--- config.mk ---
export PLATFORM = sky130hd
export DESIGN_NAME = ptrie_ram
export DESIGN_NICKNAME = d
export VERILOG_FILES = /design/src/rtl/core/assert_macros.svh /design/src/rtl/core/ptrie_ram.sv
export SDC_FILE = /design/constraint.sdc
export NUM_CORES = 1
export LEC_CHECK = 0
export ABC_AREA = 1
export BUFFER_PORTS_ARGS = -buffer_cell sky130_fd_sc_hd__buf_2
export CAP_MARGIN = 0
export CORE_UTILIZATION = 25
export DETAILED_ROUTE_END_ITERATION = 16
export PLACE_DENSITY = 0.47
export SETUP_SLACK_MARGIN = 0.15
export SYNTH_ARGS = -nofsm -noshare
export SYNTH_HDL_FRONTEND = slang
export SYNTH_SLANG_ARGS = --single-unit
--- constraint.sdc ---
create_clock -name clk -period 2.6 [get_ports clk]
set_input_delay 0.26 -clock clk [delete_from_list [all_inputs] [get_ports clk]]
set_output_delay 0.26 -clock clk [all_outputs]
set_load 0.01 [all_outputs]
--- src/rtl/core/assert_macros.svh ---
// Assertion helpers for the prefix tree block.
// Each macro expects a clock named clk and a synchronous reset named rst in scope.
`ifndef ASSERT_MACROS_SVH
`define ASSERT_MACROS_SVH

// Plain clocked check, off while reset is high.
`define PT_ASSERT(label, prop, msg) \
  label: assert property (@(posedge clk) disable iff (rst) prop) else $error(msg);

// Implication check, with the consequence checked in the cycle after the trigger.
`define PT_ASSERT_NEXT(label, trig, cons, msg) \
  label: assert property (@(posedge clk) disable iff (rst) (trig) |=> (cons)) else $error(msg);

`endif

--- src/rtl/core/ptrie_ram.sv ---
`default_nettype none

// Single-port-write, single-port-read synchronous RAM, registered read data.
module ptrie_ram #(
  parameter int DEPTH = 1024,
  parameter int WIDTH = 1
) (
  input  wire logic                     clk,
  input  wire logic                     we,
  input  wire logic                     re,
  input  wire logic [$clog2(DEPTH)-1:0] addr,
  input  wire logic [WIDTH-1:0]         wdata,
  output      logic [WIDTH-1:0]         rdata
);

  logic [WIDTH-1:0] mem [DEPTH];

  always_ff @(posedge clk) begin
    if (we) begin
      mem[addr] <= wdata;
    end
  end

  // read data holds until the next read
  always_ff @(posedge clk) begin
    if (re) begin
      rdata <= mem[addr];
    end
  end

endmodule

`default_nettype wire

== After elaboration in Yosys (flattened, before gate mapping) ==
Memories as Yosys holds them, arrays and structs flattened. A register that Yosys moved wholly into a read port is not among the register bits.
Index checks and enable logic that the tools add are counted.

* Multiplexer cells: 2

{| class="wikitable"
|+ Operators by type and width
! operator !! count
|-
| 1-bit two-way mux || 2
|}

* Flip-flop bits (word level): 0
* Bits in writable memories: 1024
* Bits of input ports: 14
* Output and inout bits: 1
* Word-level logic and storage cells: 3
* Memories: 1

{| class="wikitable"
|+ Memory list
! name !! words !! bits a word !! read ports !! clocked after Yosys merged registers in !! write ports !! RTL line !! source
|-
| mem || 1024 || 1 || 1 || 1 || 1 || ptrie_ram.sv:16 || <nowiki>logic [WIDTH-1:0] mem [DEPTH];</nowiki>
|}

== Depth between registers and ports, before layout ==
Gate-level depths: netlist (run 1).

* Depth after elaboration: 2
* Depth in mapped cells: 17
* Gate-level depth less buffers: 15

== Least setup slack after synthesis (run 1) ==
OpenSTA, ideal clock, no wires.

* Path type: input-to-reg
* From: in addr[2]
* To: mem mem[647], enable pin
* Library setup time: 0.299 ns
* Arrival: 1.701 ns
* Required time: 2.301 ns
* Slack: 0.600 ns
* Stages on the path: 10
* Path buffers: 4
* Cells stage by stage: clkbuf_2 inv_1 nor3_4 buf_4 inv_1 nor2_1 nand2_1 buf_2 buf_2 nor2_1

{| class="wikitable"
|+ RTL lines
! what !! RTL line !! source
|-
| start, declared || ptrie_ram.sv:11 || <nowiki>input wire logic [$clog2(DEPTH)-1:0] addr,</nowiki>
|-
| end, declared || ptrie_ram.sv:16 ||
|}

Straight into the memory's write port.

==> results of run 1 <==
-- logic make-up (layout without fill, tap and decap cells) --
kind of cell / Yosys count / in the layout
simple gates: 3417 / 3417
flops: 1025 / 1025
buf+inv: 432 / 530
compound gates: 8 / 8
-- worst register-to-register path: stages, from the launching register on --
cell and delay [ns]:
edfxtp_1 0.36, nand2_1 0.07, nand2_1 0.05, nand2_1 0.05, nand2_1 0.07, nand2_1 0.05
nand2_1 0.07, nor2_1 0.20, nand2_1 0.09, nand2_1 0.17, nand2_1 0.17, o21ai_1 0.16
buf_4 0.12, nand2_1 0.04, nor2_1 0.10, nand2_1 0.07
-- power groups by stage --
stage	Combinational (W)	Clock [W]	Sequential [W]
3_3_place_gp	0.00235	0	0.0185
4_1_cts	0.00235	0.0165	0.0182
5_1_grt	0.00254	0.0171	0.0182
6_report	0.00234	0.0162	0.0182
3_5_place_dp	0.00234	0	0.0185
2_1_floorplan	0.00109	0	0.0185
-- cell type report --
class	instances	area [µm²]	area share
well taps	2464	3080	0.0564
repair buffers	268	3110	0.0569
clock inverters	85	684	0.0125
flip-flops and latches	1025	30800	0.563
multi-input cells	3425	13800	0.253
inverters	39	161	0.00295
clock buffers	138	3030	0.0554
-- through the flow --
stage	worst slack, ns	instances	power, W
6_report	0.508	7444	0.0367
5_1_grt	0.380	7444	0.0378
4_1_cts	0.488	7444	0.0370
3_5_place_dp	-0.122	7219	0.0209
3_3_place_gp	-0.153	7219	0.0209
2_1_floorplan	0.600	4882	0.0196
-- routing by layer --
| layer | vias up | wire, µm | track usage |
|---|---|---|---|
| met5 | - | 0 | 0 |
| met4 | 0 | 3270 | 0.0398 |
| met3 | 180 | 7010 | 0.0183 |
| met2 | 873 | 75900 | 0.281 |
| met1 | 17300 | 70200 | 0.225 |
| li1 | 16000 | - | - |
-- cell usage after synthesis --
cell type / n
buf_1: 59
buf_2: 75
buf_4: 6
buf_6: 7
clkbuf_1: 245
clkbuf_2: 1
clkinv_1: 2
edfxtp_1: 1025
inv_1: 28
inv_2: 9
nand2_1: 1846
nand3_1: 308
nand4_1: 135
nor2_1: 1085
nor2_2: 13
nor3_1: 23
nor3_4: 7
o21ai_1: 8
-- repair_timing --
item / 4_1_cts / 5_1_grt
endpoints found under the setup margin: 0 / 0
hold endpoints to repair: 38 / 0
hold buffers: 2 / 0
-- layout by cell type (no fill, tap or decap), types with 3 or more instances in the layout --
cell type   Yosys  final
nand2_1      1846   1828
inv_6           0      4
clkbuf_1      245     20
buf_4           6    164
edfxtp_1     1025   1025
nand4_1       135    135
inv_1          28     28
nand3_2         0      7
buf_12          0     88
nor3_4          7      7
inv_2           9      7
clkinvlp_4      0      7
o21ai_1         8      8
buf_8           0      3
clkbuf_16       0    118
nand3_1       308    301
nor2_2         13     13
clkinv_1        2     37
nor3_1         23     22
clkinv_2        0     25
nand2_2         0     18
buf_2          75     11
bufinv_16       0      8
nor2_1       1085   1083
-- registers in the layout (all words and copies together) (netlist names) --
signal	flops
mem	1024
rdata	1
-- how the worst min path moves through the flow --
stage,start,to,slack (ns),depth (start not counted)
finish,addr[5],mem[887],0.26,5
CTS,addr[5],mem[884],0.20,5
floorplan,wdata,mem[0],0.36,0
global placement,re,rdata,0.57,1
global route,addr[2],mem[794],0.31,5
detailed placement,re,rdata,0.56,1
==> reports/qor.yml, run 1 <==
floorplan:
  initial_core_util: 0.252
  coreArea_mm2: 0.183
  pin_count: 15
  rows: 157
  die_h_um: 432
  die_area_mm2: 0.187
  chipWidth_um: 432
sta:
  max_freq_ghz: 0.478
  rsz0062_at_grt: "no"
  finClkSkew_ns: 0.0278
  min_period_ns: 2.09
  hold_viol_final: 0
  whs_ns: 0.259
  fin_setup_tns_ns: 0
  period_share: 0.805
  slew_viol_final: 0
  relSlewSlack: 0.385
  finalSetupViolCount: 0
  tightest_slew_ns: 0.923
grt:
  grt_max_degree: 114
  grt_pass1_wl_um: 230000
  grtUsageTotal: 0.166
  antenna_found_initial: 3
  gr-total-overflow: 0
  grt_pass1_vias: 33100
clock_tree:
  cts_sinks: 1025
  clkTransAtPathRegs_ns: 0.06
  cts_tree: "built"
  post_cts_buffers: 0
  cts.path.max_buffers: 3
  htreeDepth: 3
  numCtsBuffers: 117
  root_buffer: "clkbuf_16"
  ctsResizeCount: 0
  worstSkewPairLatency_ns: 0.74
yosys:
  netlist_area_mm2: 0.0463
  synthMuxAreaShare: 0
  ys_top_cells_by_area: "edfxtp_1 66%, nand2_1 15%, nor2_1 8.8%"
  synth_top_family_by_area: "simple AND/OR/NAND/NOR gates"
  postSynthAreaPerCell_um2: 9.49
  synth_xor_area_frac: 0
  synth_cell_types: 18
  syn_nets: 4896
  synthAdderAreaFrac: 0
  synth-compound-area-share: 0.000865
  synthSimpleGateAreaFrac: 0.296
  synth_top_area_cell: "edfxtp_1"
  syn_inst: 4882
  yosysWarnings: 0
  synth_top_area_frac: 0.665
  ys_ff_latch: 1025
  synth_seq_area_share: 0.665
finish:
  final_util: 0.298
  area_delta_synth_final_pct: 18.1
  num_antenna_cells: 0
  drive_above_1_share: 0.0986
  final_area_mm2: 0.0547
  nFillCells: 19500
  nets: 4890
job:
  cap_violations: 0
setup_path:
  cpMaxStageDelayCell: "edfxtp_1"
  max_stage_delay_ns: 0.36
  path_max_fanout: 1
  startpoint: "mem[299]"
  end_kind: "register"
  cp_top_family: "simple AND/OR/NAND/NOR gates"
  crit_end: "rdata"
  r2r-start: "mem[299]"
  path_class: "register to register"
  r2r_slack_ns: 0.51
  startpoint_type: "register"
  cp_cell_sequence: "nand2_1 > nand2_1 > nand2_1 > nand2_1 > nand2_1 > nand2_1 > nor2_1 > nand2_1 > nand2_1 > nand2_1 > o21ai_1 > buf_4 > nand2_1 > nor2_1 > nand2_1"
  worst-path-buf-inv: 1
  ff2ff_path_depth: 15
  path_depth: 15
  required_ns: 3.10
  cp.arrival_ns: 2.59
  crit_path_frequent_cell: "nand2_1"
  reg2reg_to: "rdata"
power_and_ir_drop:
  power.share.clock: 0.441
  share_seq_of_total_power: 0.495
  powerDensity_mw_per_mm2: 672
  power_leakage_nw: 19.0
  p_int_w: 0.0279
  p_comb_frac: 0.064
  switching_power_w: 0.00878
  p_sw_frac: 0.239
  vdd_drop_max_v: 0.000519
routing:
  vias: 34400
  viasPerCell: 4.62
  postRouteWirelength_um: 156000
  first_pass_iters: 5
  antenna_left: 0
  routedWlPerCell_um: 21.0
  drt_iter0_drc: 3253
  drc: 0
min_path:
  min_path_type: "input pin to register"
placed_design:
  gp_congestion: 0.784
  place_area_mm2: 0.0510
  portBuffers: 14
  hpwlAfterDp_um: 86400
outcome:
  outcome: "completed"
Power figures use the tool's default switching activity.
==> run 2, diff against run 1 <==
Clock period 2.6 ns to 2.1 ns, I/O delays scaled along.
==> reports/qor.yml, run 2 (synthesis gave the netlist of run 1 again) <==
outcome:
  outcome: "completed"
routing:
  routedWlPerCell_um: 21.5
  viasPerCell: 4.67
  first_pass_iters: 6
  postRouteWirelength_um: 163000
  antenna_left: 0
  drt_iter0_drc: 3954
  vias: 35200
  drc: 0
grt:
  antenna_found_initial: 5
  grtUsageMet2: 0.278
  grt_pass1_wl_um: 236000
  gr-total-overflow: 0
  grt_max_degree: 124
  met1_usage: 0.237
  grt_pass1_vias: 33800
  grtUsageTotal: 0.172
  met3_usage: 0.0281
  grt.busiest_layer: "met2"
floorplan:
  chipWidth_um: 432
  initial_core_util: 0.252
  die_area_mm2: 0.187
  rows: 157
  coreArea_mm2: 0.183
  die_h_um: 432
  pin_count: 15
power_and_ir_drop:
  powerDensity_mw_per_mm2: 813
  power_leakage_nw: 19.8
  finalPower_w: 0.0456
  vdd_drop_max_v: 0.000624
clock_tree:
  cts.path.max_buffers: 3
  cts_tree: "built"
  root_buffer: "clkbuf_16"
  worstSkewPairLatency_ns: 0.74
  clkTransAtPathRegs_ns: 0.06
  htreeDepth: 3
  post_cts_buffers: 0
  numCtsBuffers: 115
  cts_sinks: 1025
finish:
  area_delta_synth_final_pct: 21.1
  top_register: "mem"
  largest_register_ffs: 1024
  final_common_cell: "nand2_1"
  multiInputGateArea_mm2: 0.0140
  final-seq-area_mm2: 0.0308
  drive_above_1_share: 0.126
  reg_top3: "mem x1024, rdata x1"
  nFillCells: 19200
  final_cell_mix: "1,808 x nand2_1, 1,075 x nor2_1, 1,025 x edfxtp_1"
  nets: 5009
setup_path:
  worst-path-buf-inv: 1
  end_kind: "register"
  r2r_slack_ns: 0.14
  max_stage_delay_ns: 0.38
  cp.arrival_ns: 2.46
  r2r-start: "mem[661]"
  reg2reg_to: "rdata"
  cpMaxStageDelayCell: "edfxtp_1"
  required_ns: 2.60
  startpoint_type: "register"
  cp_cell_sequence: "nand3_1 > nand4_1 > nand2_1 > nand2_1 > nor2_1 > nand2_1 > nand2_1 > nand2_2 > o21ai_4 > buf_6 > nand2_1 > nor2_1 > nand2_1"
  path_max_fanout: 1
  cp_top_family: "simple AND/OR/NAND/NOR gates"
  path_class: "register to register"
  ff2ff_path_depth: 13
  crit_path_frequent_cell: "nand2_1"
sta:
  finalSetupViolCount: 0
  finClkSkew_ns: 0.0216
  rsz0062_at_grt: "yes"
  period_share: 0.934
  slew_viol_final: 0
  max_freq_ghz: 0.510
  tightest_slew_ns: 1.04
  whs_ns: 0.211
  min_period_ns: 1.96
  hold_viol_final: 0
  relSlewSlack: 0.304
  fin_setup_tns_ns: 0
placed_design:
  gp_congestion: 0.783
  portBuffers: 14
  hpwlAfterDp_um: 93000
min_path:
  holdPathStages: 4
  hp-start: "we"
  worstHoldEndpoint: "mem[869]"
  min_path_type: "input pin to register"
job:
  cap_violations: 0
run 2: changes by cell type in the layout (fill, tap and decap cells not counted), sizes merged:
cell      change
clkbuf        -1
clkinv       -13
diode         +1
inv           -3
buf         +121
bufinv        +2
clkinvlp      -3
run 2: what timing repair did:
item                                    in CTS  in global routing
endpoints found under the setup margin       1                  1
hold endpoints to repair                    18                  0
hold buffers                                 2                  0
gates resized for setup                     26                 13
pin swaps                                    7                 15
gates cloned                                 0                  0
run 2: metrics by stage:
step	utilization	cell area, µm²	worst slack, ns	std cells
6_report	0.306	56100	0.138	7548
5_1_grt	0.306	56100	0.0402	7548
4_1_cts	0.305	56000	0.152	7547
3_5_place_dp	0.285	52300	-0.664	7340
3_3_place_gp	0.285	52300	-0.679	7340
2_1_floorplan	-	46300	0.160	4882
run 2: worst reg2reg max path: cells and delay by family, from the launching register on:
kind / cells / cell delay (ns)
simple gates: 11 / 0.99
flops: 1 / 0.38
compound gates: 1 / 0.23
buf+inv: 1 / 0.13
run 2: layer usage:
layer,vias to the layer above,routed length [µm],part of all wire
li1,16300,-,-
met1,17600,72100,0.44
met2,1107,76100,0.47
met3,216,10200,0.062
met4,0,4300,0.026
met5,-,0,0
run 2: how the worst max path moves through the flow:
stage | startpoint | endpoint | depth (start not counted)
final | mem[661] | rdata | 13
after detailed placement | addr[0] | rdata | 14
after global placement | addr[0] | rdata | 14
after global routing | mem[280] | rdata | 15
after floorplan | addr[2] | mem[647] | 10
after CTS | mem[357] | rdata | 15
run 2: cell type report:
cell class,count,area share
multi-input cells,3425,0.249
clock buffers,137,0.0539
flip-flops and latches,1025,0.549
diodes,1,0.0000446
repair buffers,389,0.0796
inverters,39,0.00294
clock inverters,68,0.0109
well taps,2464,0.0550
run 2: power by group:
group | switching [W] | internal (W) | leakage, nW
combinational | 0.00218 | 0.000951 | 8.85
clock | 0.00855 | 0.0114 | 1.79
sequential | 0.00000588 | 0.0225 | 9.21
