### src/rtl/core/assert_macros.svh
// Assertion helpers for the prefix tree block.
// Each macro expects a clock named clk and a synchronous reset named rst in scope.
`ifndef ASSERT_MACROS_SVH
`define ASSERT_MACROS_SVH

// Plain clocked check, off while reset is high.
`define PT_ASSERT(label, prop, msg) \
  label: assert property (@(posedge clk) disable iff (rst) prop) else $error(msg);

// Implication check, with the consequence checked in the cycle after the trigger.
`define PT_ASSERT_NEXT(label, trig, cons, msg) \
  label: assert property (@(posedge clk) disable iff (rst) (trig) |=> (cons)) else $error(msg);

`endif

### src/rtl/core/ptrie_pkg.sv
`default_nettype none

package ptrie_pkg;

  localparam int NODES    = 1024;
  localparam int ALPHABET = 26;

  localparam int NODE_W = $clog2(NODES);
  localparam int FREE_W = NODE_W + 1;
  localparam int SLOTS  = NODES * ALPHABET;
  localparam int SLOT_W = $clog2(SLOTS);

  localparam int MODE_W = 2;
  localparam int CODE_W = 5;

  localparam logic [MODE_W-1:0] MODE_INSERT = 2'd0;
  localparam logic [MODE_W-1:0] MODE_SEARCH = 2'd1;
  localparam logic [MODE_W-1:0] MODE_PREFIX = 2'd2;

  typedef struct packed {
    logic [MODE_W-1:0] mode;
    logic [CODE_W-1:0] letter;
    logic              last;
  } req_beat_t;

  typedef struct packed {
    logic found;
    logic pool_full;
  } rsp_beat_t;

  typedef struct packed {
    logic              we;
    logic              re;
    logic [SLOT_W-1:0] addr;
    logic [NODE_W-1:0] wdata;
  } child_req_t;

  typedef struct packed {
    logic              we;
    logic              re;
    logic [NODE_W-1:0] addr;
    logic              wdata;
  } mark_req_t;

  typedef enum logic [2:0] {
    S_CLEAR,
    S_IDLE,
    S_WALK,
    S_FINISH,
    S_EMIT
  } ctrl_state_t;

endpackage

`default_nettype wire

### src/rtl/core/ptrie_ctrl.sv
`default_nettype none
`include "assert_macros.svh"

module ptrie_ctrl (
  input  wire logic                        clk,
  input  wire logic                        rst,
  input  wire logic                        req_valid,
  output      logic                        req_stall,
  input  wire ptrie_pkg::req_beat_t        req,
  output      logic                        rsp_valid,
  input  wire logic                        rsp_stall,
  output      ptrie_pkg::rsp_beat_t        rsp,
  output      ptrie_pkg::child_req_t       child_req,
  input  wire logic [ptrie_pkg::NODE_W-1:0] child_rdata,
  output      ptrie_pkg::mark_req_t        mark_req,
  input  wire logic                        mark_rdata
);

  import ptrie_pkg::*;

  ctrl_state_t       state, state_next;
  logic [SLOT_W-1:0] clr_addr;
  logic [FREE_W-1:0] next_free;
  logic [NODE_W-1:0] cursor;
  logic              missed;
  logic [MODE_W-1:0] wmode;
  logic              at_start;
  logic [SLOT_W-1:0] slot;
  logic              last_q;

  logic              accept;
  logic [MODE_W-1:0] eff_mode;
  logic              eff_missed;
  logic [NODE_W-1:0] eff_cursor;
  logic              walk;
  logic [SLOT_W-1:0] slot_addr;
  logic              hit;
  logic              pool_empty;
  logic              alloc;
  logic              out_free;
  logic              clr_done;
  rsp_beat_t         rsp_next;

  assign req_stall = (state != S_IDLE);
  assign accept    = req_valid && !req_stall;

  // word-start overrides of the carried word state
  assign eff_mode   = at_start ? req.mode : wmode;
  assign eff_missed = at_start ? 1'b0 : missed;
  assign eff_cursor = at_start ? '0 : cursor;
  assign walk       = !eff_missed && (req.letter < CODE_W'(ALPHABET));
  assign slot_addr  = SLOT_W'(eff_cursor) * SLOT_W'(ALPHABET) + SLOT_W'(req.letter);

  assign hit        = (child_rdata != '0);
  assign pool_empty = (next_free == FREE_W'(NODES));
  assign alloc      = !hit && (wmode == MODE_INSERT) && !pool_empty;

  assign out_free = !rsp_valid || !rsp_stall;
  assign clr_done = (clr_addr == SLOT_W'(SLOTS - 1));

  // next state
  always_comb begin
    state_next = state;
    case (state)
      S_CLEAR: begin
        if (clr_done) state_next = S_IDLE;
      end
      S_IDLE: begin
        if (accept) begin
          if (walk) state_next = S_WALK;
          else if (req.last) state_next = S_FINISH;
        end
      end
      S_WALK: begin
        state_next = last_q ? S_FINISH : S_IDLE;
      end
      S_FINISH: begin
        state_next = S_EMIT;
      end
      S_EMIT: begin
        if (out_free) state_next = S_IDLE;
      end
      default: begin
        state_next = S_CLEAR;
      end
    endcase
  end

  // memory requests
  always_comb begin
    child_req = '0;
    mark_req  = '0;
    case (state)
      S_CLEAR: begin
        child_req.we   = 1'b1;
        child_req.addr = clr_addr;
        mark_req.we    = (clr_addr < SLOT_W'(NODES));
        mark_req.addr  = clr_addr[NODE_W-1:0];
      end
      S_IDLE: begin
        child_req.re   = accept && walk;
        child_req.addr = slot_addr;
      end
      S_WALK: begin
        child_req.we    = alloc;
        child_req.addr  = slot;
        child_req.wdata = next_free[NODE_W-1:0];
      end
      S_FINISH: begin
        mark_req.re    = 1'b1;
        mark_req.we    = (wmode == MODE_INSERT) && !missed;
        mark_req.addr  = cursor;
        mark_req.wdata = 1'b1;
      end
      default: begin
        child_req = '0;
        mark_req  = '0;
      end
    endcase
  end

  // result of a finished word
  always_comb begin
    rsp_next = '0;
    case (wmode)
      MODE_INSERT: rsp_next.pool_full = missed;
      MODE_SEARCH: rsp_next.found     = !missed && mark_rdata;
      default:     rsp_next.found     = !missed;
    endcase
  end

  always_ff @(posedge clk) begin
    if (rst) begin
      state     <= S_CLEAR;
      clr_addr  <= '0;
      next_free <= FREE_W'(1);
      cursor    <= '0;
      missed    <= 1'b0;
      wmode     <= MODE_INSERT;
      at_start  <= 1'b1;
      rsp_valid <= 1'b0;
    end else begin
      state <= state_next;
      if (state == S_CLEAR) clr_addr <= clr_addr + SLOT_W'(1);

      // load a new result, or drop the one just taken
      if (state == S_EMIT && out_free) begin
        rsp_valid <= 1'b1;
      end else if (!rsp_stall) begin
        rsp_valid <= 1'b0;
      end

      case (state)
        S_IDLE: begin
          if (accept) begin
            wmode    <= eff_mode;
            missed   <= eff_missed;
            cursor   <= eff_cursor;
            at_start <= 1'b0;
          end
        end
        S_WALK: begin
          if (hit) begin
            cursor <= child_rdata;
          end else if (alloc) begin
            cursor    <= next_free[NODE_W-1:0];
            next_free <= next_free + FREE_W'(1);
          end else begin
            missed <= 1'b1;
          end
        end
        S_EMIT: begin
          if (out_free) begin
            cursor    <= '0;
            missed    <= 1'b0;
            at_start  <= 1'b1;
          end
        end
        default: begin
        end
      endcase
    end
  end

  // payload registers
  always_ff @(posedge clk) begin
    if (accept) begin
      slot   <= slot_addr;
      last_q <= req.last;
    end
    if (state == S_EMIT && out_free) begin
      rsp <= rsp_next;
    end
  end

  `PT_ASSERT(a_free_bound, next_free <= FREE_W'(NODES), "node counter overran the pool")
  `PT_ASSERT(a_rsp_from_emit, $rose(rsp_valid) |-> $past(state == S_EMIT), "stray result")
  `PT_ASSERT_NEXT(a_alloc_step, state == S_WALK && alloc, next_free == $past(next_free) + FREE_W'(1), "no step")
  `PT_ASSERT(a_no_write_full, (state == S_WALK && child_req.we) |-> !pool_empty, "write on full pool")

endmodule

`default_nettype wire

### config.mk
export PLATFORM = sky130hd
export DESIGN_NAME = ptrie_ctrl
export DESIGN_NICKNAME = d
export VERILOG_FILES = /design/src/rtl/core/ptrie_pkg.sv /design/src/rtl/core/ptrie_ctrl.sv
export VERILOG_INCLUDE_DIRS = /design/src /design/src/rtl/core
export SDC_FILE = /design/constraint.sdc
export NUM_CORES = 1
export LEC_CHECK = 0
export BUFFER_PORTS_ARGS = -buffer_cell sky130_fd_sc_hd__buf_2
export CORE_AREA = 2 2 98 100
export CTS_BUF_LIST = sky130_fd_sc_hd__clkbuf_4 sky130_fd_sc_hd__clkbuf_8
export DETAILED_ROUTE_END_ITERATION = 6
export DIE_AREA = 0 0 100 102
export PLACE_DENSITY = 0.77
export SYNTH_ARGS = -nofsm -noshare
export SYNTH_HDL_FRONTEND = slang
export SYNTH_SLANG_ARGS = --single-unit
export TNS_END_PERCENT = 20
### constraint.sdc
create_clock -name clk -period 6.3 [get_ports clk]
set_clock_uncertainty 0.1 [all_clocks]
set_input_delay 1.89 -clock clk [delete_from_list [all_inputs] [get_ports clk]]
set_output_delay 1.89 -clock clk [all_outputs]
set_load 0.02 [all_outputs]
# After elaboration in Yosys (flattened, before gate mapping)
# Cells that the tools add are included.
[word_totals]
register_bits = 62
input_bits = 23
output_inout_bits = 44
wordCells = 94
[classes]
n_addsub = 3
mul = 1
order_cmp = 2
eq_ne = 16
mux = 32
bitwise_logic = 1
reduce_logical = 27
[ops]
columns = ["operator", "count"]
rows = [
  ["2-to-1 mux 10 bit", 6],
  ["case mux 15 bit (3 select lines)", 1],
  ["case mux 10 bit (3 select lines)", 1],
  ["case mux 10 bit (2 select lines)", 1],
  ["adder 15 x 1 -> 15 bit, second input constant", 1],
  ["adder 15 x 5 -> 15 bit", 1],
  ["equality test 15 bit, second input constant", 1],
  ["< comparator 15 x 11 -> 1 bit, second input constant", 1],
  ["2-to-1 mux 3 bit", 5],
  ["case mux 3 bit (5 select lines)", 1],
  ["multiplier 10 x 4 -> 14 bit, second input constant", 1],
  ["adder 11 x 1 -> 11 bit, second input constant", 1],
  ["equality test 11 bit, second input constant", 1],
  ["2-to-1 mux 1 bit", 11],
  ["inequality test 2 bit, second input constant", 5],
  ["nonzero test 10 bit", 1],
  ["AND reduction 3 bit", 3],
  ["logical AND 1 bit", 8],
  ["case mux 1 bit (2 select lines)", 4],
  ["AND reduction 4 bit", 2],
  ["logical NOT 1 bit", 7],
  ["equality test 3 x 2 -> 1 bit, second input constant", 2],
  ["inequality test 3 bit, second input constant", 2],
  ["< comparator 5 bit, second input constant", 1],
  ["other kinds (14)", 14],
]

# Logic depth before layout (Yosys ltp)
[logic_depth]
depth_word = 7
ltp_mapped = 15
ltp_nobuf = 14

# Worst setup path before layout
# OpenSTA, ideal clock, no wires.
[synth_timing]
path_kind = "reg-to-output"
from = "reg at_start"
to = "out child_req[24] (netlist name)"
arrival_ns = 3.622
required_ns = 4.310
path_slack_ns = 0.688
stages_incl_launch_ff = 16
n_path_buf = 1
path_cell_list = "dfxtp_1 -> clkbuf_1 -> nand2b_1 -> inv_1 -> ha_1 -> inv_1 -> fa_1 -> inv_1 -> ha_1 -> a21oi_1 -> o21ai_2 -> a221oi_1 -> xor2_1 -> nor4_2 -> xnor3_1 -> a21o_1"
[synth_rtl]
columns = ["item", "line", "source"]
rows = [
  ["from (decl)", "ptrie_ctrl.sv:27", "logic at_start;"],
  ["from (signal assigned)", "ptrie_ctrl.sv:140", "at_start <= 1'b1;"],
  ["from (signal assigned)", "ptrie_ctrl.sv:159", "at_start <= 1'b0;"],
  ["from (signal assigned)", "ptrie_ctrl.sv:176", "at_start <= 1'b1;"],
  ["to (decl)", "ptrie_ctrl.sv:13", "output ptrie_pkg::child_req_t child_req,"],
]

==> impl.org <==
** Power
- In this run the static leakage power is 2.31 nW.
- Switching pwr :: 182 uW
- In this run, flip-flops and latches consume 49.8% of the power.
- After layout, the design draws a total of 829 uW.
- Per report_power, the clock group accounts for 45.6% of the total.
- Across the VDD grid, the largest voltage drop is 0.0000808 V.
- Cell internal power was estimated by the tool at 647 uW.
- In this run switching power makes up 22.0% of total power.
- Combinational cells account for 4.6% of the total power.
- In this run the power density over the cells is 163 nW/um^2.

** CTS
- Clock transition at path regs :: 0.07 ns
- Clock latency on the worst-skew pair, taken at its later pin, is 0.35 ns.
- Number of buffers between clock root and the deepest sink :: 2
- TritonCTS built the clock tree.
- CTS root buffer :: sky130_fd_sc_hd__clkbuf_8
- The H-tree was split into 3 levels.
- Clock sink total :: 62
- The number of clock buffers added by TritonCTS is 9.
- Hold buffer count at cts :: 0

** Worst hold path
- In this run the most critical hold path is launched from cursor[6]$_SDFFE_PP0P_.
- The path class of the tightest hold or removal check is flop to flop.

** Synthesis
- The synthesized design contains 62 register bits.
- Ys async rst share :: 0%
- Sequential share of the synthesized area :: 31.6%
- Post-synthesis instance area :: 4490 sq um
- The netlist uses 66 different library cells.
- Synthesis produced a netlist with a net count of 576.
- Flip-flop cell with the highest count after synthesis :: sky130_fd_sc_hd__dfxtp_1
- Avg Cell Area, Syn :: 8.66 sq um
- Post-Synthesis Cells :: 519
- EDFF count, synth :: 18
- Count of warnings emitted by yosys :: 0

** Floorplanning
- The core region is 9110 sq um.
- Die X-Extent :: 100 um
- The initial utilization of the core area, before any placement, comes to 49.3%.
- The die covers 10,200 sq um.
- The die is 102 um tall.
- Top Ports :: 67
- Number of rows in the core area :: 35

** Final layout
- From synthesis to final layout, the design area changed by 13.1%.
- For this run, the share of the core covered by cells in the final layout is 55.8%.
- The post-route netlist has 20.2% of its cells at a drive strength greater than 1.
- The repair_antennas step left the layout with diodes totalling 0.
- Filler Cells Inserted :: 817
- The net count of the finished layout is 631.
- Once layout is done, the placed cells without fillers occupy 5080 sq um.

** Placed design
- Placed wire-length estimate after detailed placement :: 9.07 mm
- Post-Place Cell Area :: 4840 sq um
- In this run the tool buffered the top-level ports with 66 buffer cells.
- At the placement stage, the worst setup path has a slack of 0.295 ns.
- Final RePlAce weighted congestion :: 0.978

** Global routing
- Global routing finished with a remaining overflow of 0.
- For this run, the total global-route usage over all layers was measured as 24.1%.
- The first global-routing pass estimated 19.3 mm of wire.
- Entering global routing, the biggest net connects 44 pins.
- Number of global-route vias before repair :: 3,937
- Number of antenna violations at the first check in global routing :: 0

** STA
- Hold violation count in the final report :: 0
- For this run, the top clock speed supported by timing is 162 MHz.
- Setup violations remaining at the end of the flow were counted as 0.
- Pins over their slew limit :: 0
- Dividing the final minimum period by the clock period gives 97.8%.
- Worst Setup Slack, final :: 0.141 ns
- Worst hold slack after final layout :: 0.418 ns
- Remaining max-slew budget at the tightest pin :: 39.3%
- The routed design could run at a clock period as short as 6.16 ns.
- Worst-margin pin slew :: 0.907 ns
- Setup repair after global routing could not meet its margin everywhere.

** Critical path
- Timing startpoint of the critical path :: at_start$_SDFFE_PP1P_
- The most critical setup path has its endpoint at child_req[22].
- Of all nets on the critical path, the largest fanout is 17.
- STA classifies the critical path startpoint as a flop.
- CP Data Arrival Time :: 4.17 ns
- By startpoint and endpoint, the worst setup path is classified as flop to output port.
- Capturing point of the worst reg2reg path :: slot[12]$_DFFE_PP_
- Depth of the worst register-to-register path :: 13
- STA puts the critical path data required time at 4.31 ns.
- R2R Setup Slk :: 2.50 ns
- In this run the critical register-to-register path is launched from at_start$_SDFFE_PP1P_.
- Kind of end point of the critical path :: output port

** Status
- The final reports fail on design-rule violations.
- The flow ran to the end, but the final reports show violations.

** Route
- Detailed Route WL :: 12.1 mm
- The final route contains 4,089 vias.
- Post-detailed-route via-to-cell ratio :: 5.93
- ANT nets after route :: 0
- Number of iterations in the first detailed-routing pass :: 7
- Final routed DRC violation total :: 1
- In the final routed layout, each cell accounts on average for 17.5 um.
- For this block, the initial DRC count from the detailed router was 420.

** Job
- The tool flagged a number of max-cap violations equal to 0.
registers in the layout (all words and copies together) (netlist names):
| signal | flops |
|---|---|
| next_free | 11 |
| missed | 1 |
| wmode | 2 |
| slot | 15 |
| rsp | 2 |
| last_q | 1 |
| clr_addr | 15 |
| at_start | 1 |
| cursor | 10 |
| state | 3 |
| rsp_valid | 1 |
synth_stat cells, drive strengths merged, types with 13 or more instances:
master / number / area [sq um]
a21oi: 30 / 150
a22o: 14 / 125
clkbuf: 16 / 80.1
dfxtp: 44 / 881
edfxtp: 18 / 541
ha: 28 / 350
inv: 36 / 135
nand2: 32 / 120
nor2: 74 / 278
nor2b: 13 / 83.8
o21ai: 19 / 103
xnor2: 19 / 166
xor2: 20 / 190
power groups by stage:
stage               registers, mW  logic, mW  clock network [mW]
detailed placement          0.422     0.0381                   0
CTS                         0.413     0.0381               0.379
global route                0.413     0.0416               0.394
global placement            0.422     0.0365                   0
floorplan                   0.420     0.0221                   0
finish                      0.413     0.0385               0.378
cell type report:
type	count	area (sq um)	share of cell area, %
Clock inverter	1	30.0	0.591
Timing Repair Buffer	71	368	7.24
Multi-Input combinational cell	394	2800	55.1
Tap cell	111	139	2.73
Sequential cell	62	1430	28.1
Clock buffer	15	181	3.57
Inverter	36	135	2.66
layout by cell type, fill, tap and decap left out, types with 3 or more instances in the layout:
| master | count |
|---|---|
| sky130_fd_sc_hd__o221a_2 | 3 |
| sky130_fd_sc_hd__a222oi_1 | 9 |
| sky130_fd_sc_hd__a21o_1 | 9 |
| sky130_fd_sc_hd__and3_1 | 6 |
| sky130_fd_sc_hd__nand2_1 | 32 |
| sky130_fd_sc_hd__nor2b_1 | 11 |
| sky130_fd_sc_hd__dfxtp_1 | 42 |
| sky130_fd_sc_hd__inv_1 | 36 |
| sky130_fd_sc_hd__xor2_1 | 18 |
| sky130_fd_sc_hd__a211oi_1 | 7 |
| sky130_fd_sc_hd__buf_2 | 66 |
| sky130_fd_sc_hd__nor4_1 | 6 |
| sky130_fd_sc_hd__and2_1 | 11 |
| sky130_fd_sc_hd__fa_1 | 6 |
| sky130_fd_sc_hd__nand4_1 | 9 |
| sky130_fd_sc_hd__nand3_1 | 7 |
| sky130_fd_sc_hd__nor3_1 | 8 |
| sky130_fd_sc_hd__clkbuf_8 | 11 |
| sky130_fd_sc_hd__buf_4 | 5 |
| sky130_fd_sc_hd__mux2i_1 | 9 |
| sky130_fd_sc_hd__o21ai_0 | 16 |
| sky130_fd_sc_hd__edfxtp_1 | 18 |
| sky130_fd_sc_hd__or3_1 | 7 |
| sky130_fd_sc_hd__o21a_1 | 3 |
| sky130_fd_sc_hd__ha_1 | 28 |
| sky130_fd_sc_hd__a21oi_1 | 29 |
| sky130_fd_sc_hd__nor2_1 | 74 |
| sky130_fd_sc_hd__a22o_1 | 12 |
| sky130_fd_sc_hd__xnor2_1 | 19 |
| sky130_fd_sc_hd__nand3b_1 | 3 |
| sky130_fd_sc_hd__clkbuf_4 | 4 |
| sky130_fd_sc_hd__nand2b_1 | 11 |
stage by stage:
stage | instances | setup TNS (ns)
floorplan | 519 | 0
global placement | 672 | 0
detailed placement | 672 | 0
CTS | 688 | 0
global route | 690 | -0.164
finish | 690 | 0
timing repair:
item	CTS	global route
gates resized for setup	1	6
endpoints found under the setup margin	2	3
buffers inserted	0	2
pin swaps	0	1
metal layers:
metal / up-vias / GRT usage [%] / share of wire (%)
li1: 1936 / - / -
met1: 1968 / 30.0 / 43
met2: 159 / 41.6 / 50
met3: 26 / 3.49 / 5.2
met4: 0 / 11.0 / 2.5
met5: - / 0 / 0
how the worst min path moves through the flow:
stage,end,slack (ns),depth (start not counted)
4_1_cts,rsp_valid$_SDFFE_PP0P_,0.42,2
6_report,cursor[6]$_SDFFE_PP0P_,0.42,2
5_1_grt,next_free[9]$_SDFFE_PP0P_,0.45,2
3_5_place_dp,rsp_valid$_SDFFE_PP0P_,0.41,2
2_1_floorplan,missed$_SDFFE_PP0P_,0.37,2
3_3_place_gp,rsp_valid$_SDFFE_PP0P_,0.38,2
cell families (layout without fill, tap and decap cells):
logic type / Yosys count / after routing / share of synthesized area (%)
AND/OR/NAND/NOR: 197 / 197 / 22.6
AO/OA/AOI/OAI: 113 / 113 / 18.4
buffers and inverters: 63 / 123 / 6.24
flip-flops: 62 / 62 / 31.6
XOR/XNOR: 40 / 40 / 8.44
adder cells (fa/ha/maj): 34 / 34 / 10.5
multiplexers: 10 / 10 / 2.26
worst max-delay path: stages, from the launching register on:
cell                        delay [ns]
sky130_fd_sc_hd__dfxtp_4          0.45
sky130_fd_sc_hd__nand2b_1         0.21
sky130_fd_sc_hd__inv_1            0.09
sky130_fd_sc_hd__ha_1             0.28
sky130_fd_sc_hd__inv_1            0.05
sky130_fd_sc_hd__fa_1             0.50
sky130_fd_sc_hd__inv_1            0.04
sky130_fd_sc_hd__ha_1             0.38
sky130_fd_sc_hd__a2111oi_1        0.36
sky130_fd_sc_hd__o21ai_0          0.18
sky130_fd_sc_hd__a221oi_2         0.35
sky130_fd_sc_hd__nand3b_1         0.22
sky130_fd_sc_hd__nor2_1           0.07
sky130_fd_sc_hd__xnor2_1          0.30
sky130_fd_sc_hd__a21o_1           0.18
sky130_fd_sc_hd__buf_2            0.16
Power figures use the tool's default switching activity.
